### src/wtss_pkg.sv
// Package for the weighted triangle series sum block.
// Holds the fixed-point widths, register codes, config struct, sequencer states
// and the triangle wave function. It depends on nothing else.
package wtss_pkg;

    // Fixed-point formats: points are Q0.F, weights and triangles are Q1.F
    localparam int FRAC_BITS = 32;
    localparam int Q_W       = FRAC_BITS + 1;
    localparam int PROD_W    = 2 * Q_W;
    localparam int SUM_W     = 41;
    localparam int CNT_W     = 9;
    localparam int CFG_IDX_W = 2;
    localparam int CFG_DAT_W = Q_W;

    localparam logic [Q_W-1:0] ONE = {1'b1, {FRAC_BITS{1'b0}}};

    // Register reset values
    localparam logic [Q_W-1:0]       RST_WEIGHT     = Q_W'(64'h8000_0000);
    localparam logic [FRAC_BITS-1:0] RST_MIN_WEIGHT = FRAC_BITS'(1);
    localparam logic [CNT_W-1:0]     RST_TERM_LIMIT = CNT_W'(350);

    // Register indexes on the config port
    typedef enum logic [CFG_IDX_W-1:0] {
        CFG_WEIGHT     = 2'd0,
        CFG_MIN_WEIGHT = 2'd1,
        CFG_TERM_LIMIT = 2'd2
    } t_cfg_idx;

    typedef struct packed {
        logic [Q_W-1:0]       weight;
        logic [FRAC_BITS-1:0] min_weight;
        logic [CNT_W-1:0]     term_limit;
    } t_cfg;

    typedef enum logic [1:0] {
        ST_IDLE,
        ST_TERM,
        ST_WGT,
        ST_FINISH
    } t_state;

    // Triangle of a fraction t: 2t below one half, 2(1 - t) otherwise, Q1.F
    function automatic logic [Q_W-1:0] tri_wave(input logic [FRAC_BITS-1:0] t);
        logic [FRAC_BITS-1:0] folded;
        folded = t[FRAC_BITS-1] ? (FRAC_BITS'(0) - t) : t;
        return {folded, 1'b0};
    endfunction

endpackage

### src/wtss_mul.sv
// Shared multiplier of the weighted triangle series sum block.
// One Q1.F by Q1.F product per cycle, registered. Uses wtss_pkg.
module wtss_mul (
    input  logic                      i_clk,
    input  logic [wtss_pkg::Q_W-1:0]    i_a,
    input  logic [wtss_pkg::Q_W-1:0]    i_b,
    output logic [wtss_pkg::PROD_W-1:0] o_prod
);
    import wtss_pkg::*;

    logic [PROD_W-1:0] r_prod;

    // Register the full product
    always_ff @(posedge i_clk) begin
        r_prod <= {{Q_W{1'b0}}, i_a} * {{Q_W{1'b0}}, i_b};
    end

    assign o_prod = r_prod;

endmodule

### src/wtss_seq.sv
// Sequencer and datapath of the weighted triangle series sum block.
// Steps one point through the series on the shared multiplier and holds the
// result beat. Uses wtss_pkg and drives wtss_mul through its operand ports.
module wtss_seq (
    input  logic                         i_clk,
    input  logic                         i_rst_n,
    input  wtss_pkg::t_cfg               i_cfg,
    input  logic                         i_in_valid,
    output logic                         o_in_stall,
    input  logic [wtss_pkg::FRAC_BITS-1:0] i_point,
    output logic                         o_out_valid,
    input  logic                         i_out_stall,
    output logic [wtss_pkg::SUM_W-1:0]     o_series_sum,
    output logic [wtss_pkg::CNT_W-1:0]     o_terms_used,
    output logic [wtss_pkg::Q_W-1:0]       o_mul_a,
    output logic [wtss_pkg::Q_W-1:0]       o_mul_b,
    input  logic [wtss_pkg::PROD_W-1:0]    i_mul_prod
);
    import wtss_pkg::*;

    t_state               r_state, n_state;
    logic                 r_wvalid, n_wvalid;
    logic                 r_out_valid, n_out_valid;
    logic [FRAC_BITS-1:0] r_x, n_x;
    logic [FRAC_BITS-1:0] r_t, n_t;
    logic [Q_W-1:0]       r_tw, n_tw;
    logic [Q_W-1:0]       r_w, n_w;
    logic [FRAC_BITS-1:0] r_minw, n_minw;
    logic [CNT_W-1:0]     r_limit, n_limit;
    logic [CNT_W-1:0]     r_cnt, n_cnt;
    logic [SUM_W-1:0]     r_acc, n_acc;
    logic [SUM_W-1:0]     r_out_sum, n_out_sum;
    logic [CNT_W-1:0]     r_out_cnt, n_out_cnt;

    logic [Q_W-1:0] prod_hi;
    logic [Q_W-1:0] tw_cur;
    logic           stop;
    logic           out_free;

    // Product scaled back to Q1.F; values never exceed 1.0
    assign prod_hi  = i_mul_prod[FRAC_BITS+Q_W-1:FRAC_BITS];
    assign tw_cur   = r_wvalid ? prod_hi : r_tw;
    assign stop     = r_wvalid && ((r_cnt == r_limit) || (tw_cur < {1'b0, r_minw}));
    assign out_free = !r_out_valid || !i_out_stall;

    // Next state, datapath updates and multiplier operands
    always_comb begin
        n_state     = r_state;
        n_wvalid    = r_wvalid;
        n_out_valid = r_out_valid && i_out_stall;
        n_x         = r_x;
        n_t         = r_t;
        n_tw        = r_tw;
        n_w         = r_w;
        n_minw      = r_minw;
        n_limit     = r_limit;
        n_cnt       = r_cnt;
        n_acc       = r_acc;
        n_out_sum   = r_out_sum;
        n_out_cnt   = r_out_cnt;
        o_mul_a     = r_tw;
        o_mul_b     = tri_wave(r_t);
        o_in_stall  = 1'b1;

        unique case (r_state)
            ST_IDLE: begin
                o_in_stall = 1'b0;
                if (i_in_valid) begin
                    n_x      = i_point;
                    n_t      = i_point;
                    n_tw     = ONE;
                    n_w      = (i_cfg.weight > ONE) ? ONE : i_cfg.weight;
                    n_minw   = i_cfg.min_weight;
                    n_limit  = (i_cfg.term_limit == '0) ? CNT_W'(1) : i_cfg.term_limit;
                    n_cnt    = '0;
                    n_acc    = '0;
                    n_wvalid = 1'b0;
                    n_state  = ST_TERM;
                end
            end
            // Take the new weight, stop or multiply it by the triangle
            ST_TERM: begin
                n_tw    = tw_cur;
                o_mul_a = tw_cur;
                o_mul_b = tri_wave(r_t);
                n_state = stop ? ST_FINISH : ST_WGT;
            end
            // Add the term, advance the harmonic, multiply the weight by w
            ST_WGT: begin
                n_acc    = r_acc + {{(SUM_W-Q_W){1'b0}}, prod_hi};
                n_cnt    = r_cnt + CNT_W'(1);
                n_t      = r_t + r_x;
                n_wvalid = 1'b1;
                o_mul_a  = r_tw;
                o_mul_b  = r_w;
                n_state  = ST_TERM;
            end
            // Hand the result to the output register once it is free
            ST_FINISH: begin
                if (out_free) begin
                    n_out_valid = 1'b1;
                    n_out_sum   = r_acc;
                    n_out_cnt   = r_cnt;
                    n_state     = ST_IDLE;
                end
            end
            default: n_state = ST_IDLE;
        endcase
    end

    // Control state
    always_ff @(posedge i_clk) begin
        if (!i_rst_n) begin
            r_state     <= ST_IDLE;
            r_wvalid    <= 1'b0;
            r_out_valid <= 1'b0;
        end else begin
            r_state     <= n_state;
            r_wvalid    <= n_wvalid;
            r_out_valid <= n_out_valid;
        end
    end

    // Payload
    always_ff @(posedge i_clk) begin
        r_x       <= n_x;
        r_t       <= n_t;
        r_tw      <= n_tw;
        r_w       <= n_w;
        r_minw    <= n_minw;
        r_limit   <= n_limit;
        r_cnt     <= n_cnt;
        r_acc     <= n_acc;
        r_out_sum <= n_out_sum;
        r_out_cnt <= n_out_cnt;
    end

    assign o_out_valid  = r_out_valid;
    assign o_series_sum = r_out_sum;
    assign o_terms_used = r_out_cnt;

endmodule

### src/weighted_triangle_series_sum.sv
// Top level of the weighted triangle series sum block.
// Holds the config registers and joins wtss_seq to wtss_mul. Uses wtss_pkg.
//
// For a point x in [0,1) (unsigned Q0.32) the block sums w^k * tri((k+1)x)
// over k, with every product truncated, and returns the Q9.32 sum and the
// number of terms added. Summing stops after term_limit terms (zero counts as
// one) or right after the running weight drops below min_weight; w above 1.0
// is clamped to 1.0. One multiplier is shared by the term product and the
// weight update, which take turns on it for each term. With the default weight
// and floor a point adds 33 terms; the default limit is 350 terms. The input
// stalls while a point is in work; a finished result sits in an output
// register, so the next point is taken while it waits. Write the config
// registers only while the block is idle; the write port is always ready.
module weighted_triangle_series_sum (
    input  logic                           i_clk,
    input  logic                           i_rst_n,
    input  logic                           i_cfg_valid,
    output logic                           o_cfg_ready,
    input  logic [wtss_pkg::CFG_IDX_W-1:0] i_cfg_index,
    input  logic [wtss_pkg::CFG_DAT_W-1:0] i_cfg_data,
    input  logic                           i_in_valid,
    output logic                           o_in_stall,
    input  logic [wtss_pkg::FRAC_BITS-1:0] i_point,
    output logic                           o_out_valid,
    input  logic                           i_out_stall,
    output logic [wtss_pkg::SUM_W-1:0]     o_series_sum,
    output logic [wtss_pkg::CNT_W-1:0]     o_terms_used
);
    import wtss_pkg::*;

    t_cfg              r_cfg;
    logic [Q_W-1:0]    mul_a;
    logic [Q_W-1:0]    mul_b;
    logic [PROD_W-1:0] mul_prod;

    assign o_cfg_ready = 1'b1;

    // Write config registers; unknown indexes are dropped
    always_ff @(posedge i_clk) begin
        if (!i_rst_n) begin
            r_cfg.weight     <= RST_WEIGHT;
            r_cfg.min_weight <= RST_MIN_WEIGHT;
            r_cfg.term_limit <= RST_TERM_LIMIT;
        end else if (i_cfg_valid) begin
            unique case (i_cfg_index)
                CFG_WEIGHT:     r_cfg.weight     <= i_cfg_data;
                CFG_MIN_WEIGHT: r_cfg.min_weight <= i_cfg_data[FRAC_BITS-1:0];
                CFG_TERM_LIMIT: r_cfg.term_limit <= i_cfg_data[CNT_W-1:0];
                default: ;
            endcase
        end
    end

    wtss_seq u_seq (
        .i_clk        (i_clk),
        .i_rst_n      (i_rst_n),
        .i_cfg        (r_cfg),
        .i_in_valid   (i_in_valid),
        .o_in_stall   (o_in_stall),
        .i_point      (i_point),
        .o_out_valid  (o_out_valid),
        .i_out_stall  (i_out_stall),
        .o_series_sum (o_series_sum),
        .o_terms_used (o_terms_used),
        .o_mul_a      (mul_a),
        .o_mul_b      (mul_b),
        .i_mul_prod   (mul_prod)
    );

    wtss_mul u_mul (
        .i_clk  (i_clk),
        .i_a    (mul_a),
        .i_b    (mul_b),
        .o_prod (mul_prod)
    );

endmodule

### config.mk
export PLATFORM = sky130hd
export DESIGN_NAME = weighted_triangle_series_sum
export DESIGN_NICKNAME = d
export VERILOG_FILES = /design/src/wtss_pkg.sv /design/src/wtss_mul.sv /design/src/wtss_seq.sv /design/src/weighted_triangle_series_sum.sv
export SDC_FILE = /design/constraint.sdc
export NUM_CORES = 2
export LEC_CHECK = 0
export ABC_AREA = 0
export ABC_CLOCK_PERIOD_IN_PS = 24400
export BUFFER_PORTS_ARGS = -buffer_cell sky130_fd_sc_hd__buf_2
export CAP_MARGIN = 20
export CELL_PAD_IN_SITES_DETAIL_PLACEMENT = 0
export CELL_PAD_IN_SITES_GLOBAL_PLACEMENT = 1
export CORE_UTILIZATION = 50
export CTS_CLUSTER_SIZE = 20
export DETAILED_ROUTE_END_ITERATION = 8
export PLACE_DENSITY = 0.91
export SYNTH_ARGS = -nofsm -noshare
export SYNTH_HDL_FRONTEND = slang
export SYNTH_HIERARCHICAL = 1
export SYNTH_SLANG_ARGS = --single-unit
### constraint.sdc
create_clock -name i_clk -period 24.4 [get_ports i_clk]
set_input_delay 7.32 -clock i_clk [delete_from_list [all_inputs] [get_ports i_clk]]
set_output_delay 7.32 -clock i_clk [all_outputs]
set_load 0.005 [all_outputs]
==> run metrics <==
GRT Total Usage=26.7%; layout cell share with drive strength beyond 1=6.76%; initial antenna violation count=3; vias per std cell=5.61; final non-filler cell area=57,700 µm²; first-pass GRT wire length=233,000 µm; area of the multi-input gates=39,000 µm²; highest clock rate=106 MHz; sum of negative setup slack=0 ns; number of nets produced by synthesis=7,118; CTS buffer count=40; Final Net Count=7,041; clock tree from TritonCTS=built; FF/Latch Area=10,400 µm²; Area growth syn-to-layout=5.72%; FILL cells=9,610; number of nets still failing antenna checks after routing=0; Core Util, Final=53.6%; Horiz. Die Dim=333 µm; ports placed on the boundary=125; clock tree root driver cell=sky130_fd_sc_hd__clkbuf_16; Cells after Synth=5,724; vias in the first global route=42.1k; Syn. warnings=6; vias post-DR=39.7k; Tcrit/Tclk final=38.8%; per-instance average area after synthesis=9.54 µm²; number of DRC violations after detailed routing=0; required time reported for the critical path endpoint=24.87 ns; core footprint=108,000 µm²; number of optimization iterations in the first detailed-route pass=6; TritonCTS Sinks=382; overall die area=111,000 µm²; max-slew violations=0; worst-case headroom to the max-slew limit=25.1%; critical-path maximum fanout=33; final number of hold-violating endpoints=0; final setup violation count=0; critical path startpoint category=flip-flop; level count of the clock H-tree=2; routed wire length=145,000 µm; Max Clock Skew=0.0248 ns; Placer Congestion=0.947; overflow left after global routing=0; number of setup buffers added after CTS=0; drt initial violations=2,778; number of input and output port buffers inserted=123; type of the worst min-delay path=flip-flop to flip-flop; WL per Instance=20.5 µm; most frequent CP cell=sky130_fd_sc_hd__fa_1; Max Buffers Root-to-Sink=3; Crit. End Element=flip-flop; startpoint-to-endpoint class of the critical path=flip-flop to flip-flop; chip height=333 µm; Worst Slack Setup Final=14.94 ns; arrival time at the worst endpoint=9.93 ns; reported max-cap violation count=0; Max stage delay on crit path=0.54 ns; Worst-Skew Late Latency=0.56 ns; Worst-Margin Slew=1.12 ns; run status=completed; Cell Area, Placed=56,400 µm²; number of placement rows=120; synthesized cell area=54,600 µm²; CTS Hold Buffers Added=0; setup slack after placement=15.02 ns; detailed placer's ending HPWL=109,000 µm; Tmin final=9.46 ns; clock slew seen by the registers of the worst setup and hold paths=0.07 ns; CTS-repair resized insts=0; Starting Density=50.7%; worst-path cell with the longest stage delay=sky130_fd_sc_hd__or4_1; maximum number of pins on one net before global-route repair=94; RSZ-0062 raised after global routing=no
[cell usage in the layout, fill, tap and decap left out, drive strengths merged, types with 22 or more instances in the layout]
| cell type | instances |
|---|---|
| a211oi | 22 |
| a21o | 98 |
| a21oi | 137 |
| and2 | 610 |
| buf | 189 |
| clkbuf | 47 |
| dfxtp | 111 |
| edfxtp | 271 |
| fa | 960 |
| ha | 362 |
| inv | 1116 |
| mux2 | 33 |
| mux2i | 75 |
| nand2 | 803 |
| nand3 | 47 |
| nand4 | 32 |
| nor2 | 102 |
| nor2b | 41 |
| nor3 | 33 |
| nor4 | 24 |
| o211ai | 23 |
| o21ai | 139 |
| o21bai | 23 |
| xnor2 | 45 |
| xor2 | 71 |
[registers in the layout, indices dropped and copies added, names as in the netlist, 33 cells and up]
signal / count
r_cfg: 74
u_seq/r_w: 33
u_seq/o_series_sum: 41
u_seq/r_acc: 41
u_mul/o_prod: 33
u_seq/r_tw: 33
[critical path: cells and delay by family (launching register included)]
kind            cells  cell delay (ns)
simple gates        6             1.98
flops               1             0.47
fa+ha+maj           9             4.30
compound gates      8             1.64
xor+xnor            2             0.43
buf+inv             5             0.49
[routing by layer]
layer,up-vias,share of wire (%),GRT usage (%)
li1,17600,-,-
met1,20300,41,35.4
met3,315,6.3,2.86
met5,-,0,0
met2,1479,49,45.4
met4,0,4.0,9.48
[through the flow]
| stage | std cells | hold slack (ns) |
|---|---|---|
| after floorplan | 5724 | 0.408 |
| after global placement | 7008 | 0.413 |
| after detailed placement | 7008 | 0.416 |
| after CTS | 7082 | 0.429 |
| after global routing | 7082 | 0.432 |
| final | 7084 | 0.428 |
[final timing paths]
| kind | start | to | slack, ns | cells past startpoint |
|---|---|---|---|---|
| setup / recovery | u_seq/r_t[4] | u_mul/o_prod[59] | 14.94 | 30 |
| hold / removal | r_cfg[30] | u_seq/r_minw[21] | 0.43 | 0 |
| setup reg to reg | u_seq/r_t[4] | u_mul/o_prod[59] | 14.94 | 30 |
| hold reg to reg | r_cfg[30] | u_seq/r_minw[21] | 0.43 | 0 |
[final cells by class]
class                   instances  share of cell area [%]
flip-flops and latches        382                    17.9
multi-input cells            3920                    67.5
repair buffers                189                    1.93
inverters                    1114                    7.25
clock inverters                27                   0.479
well taps                    1403                    3.04
diodes                          2                 0.00867
clock buffers                  47                    1.83
Power is left out: the tool's default activity adds up to more than one toggle a clock period on the data nets, which glitch-free logic cannot reach.
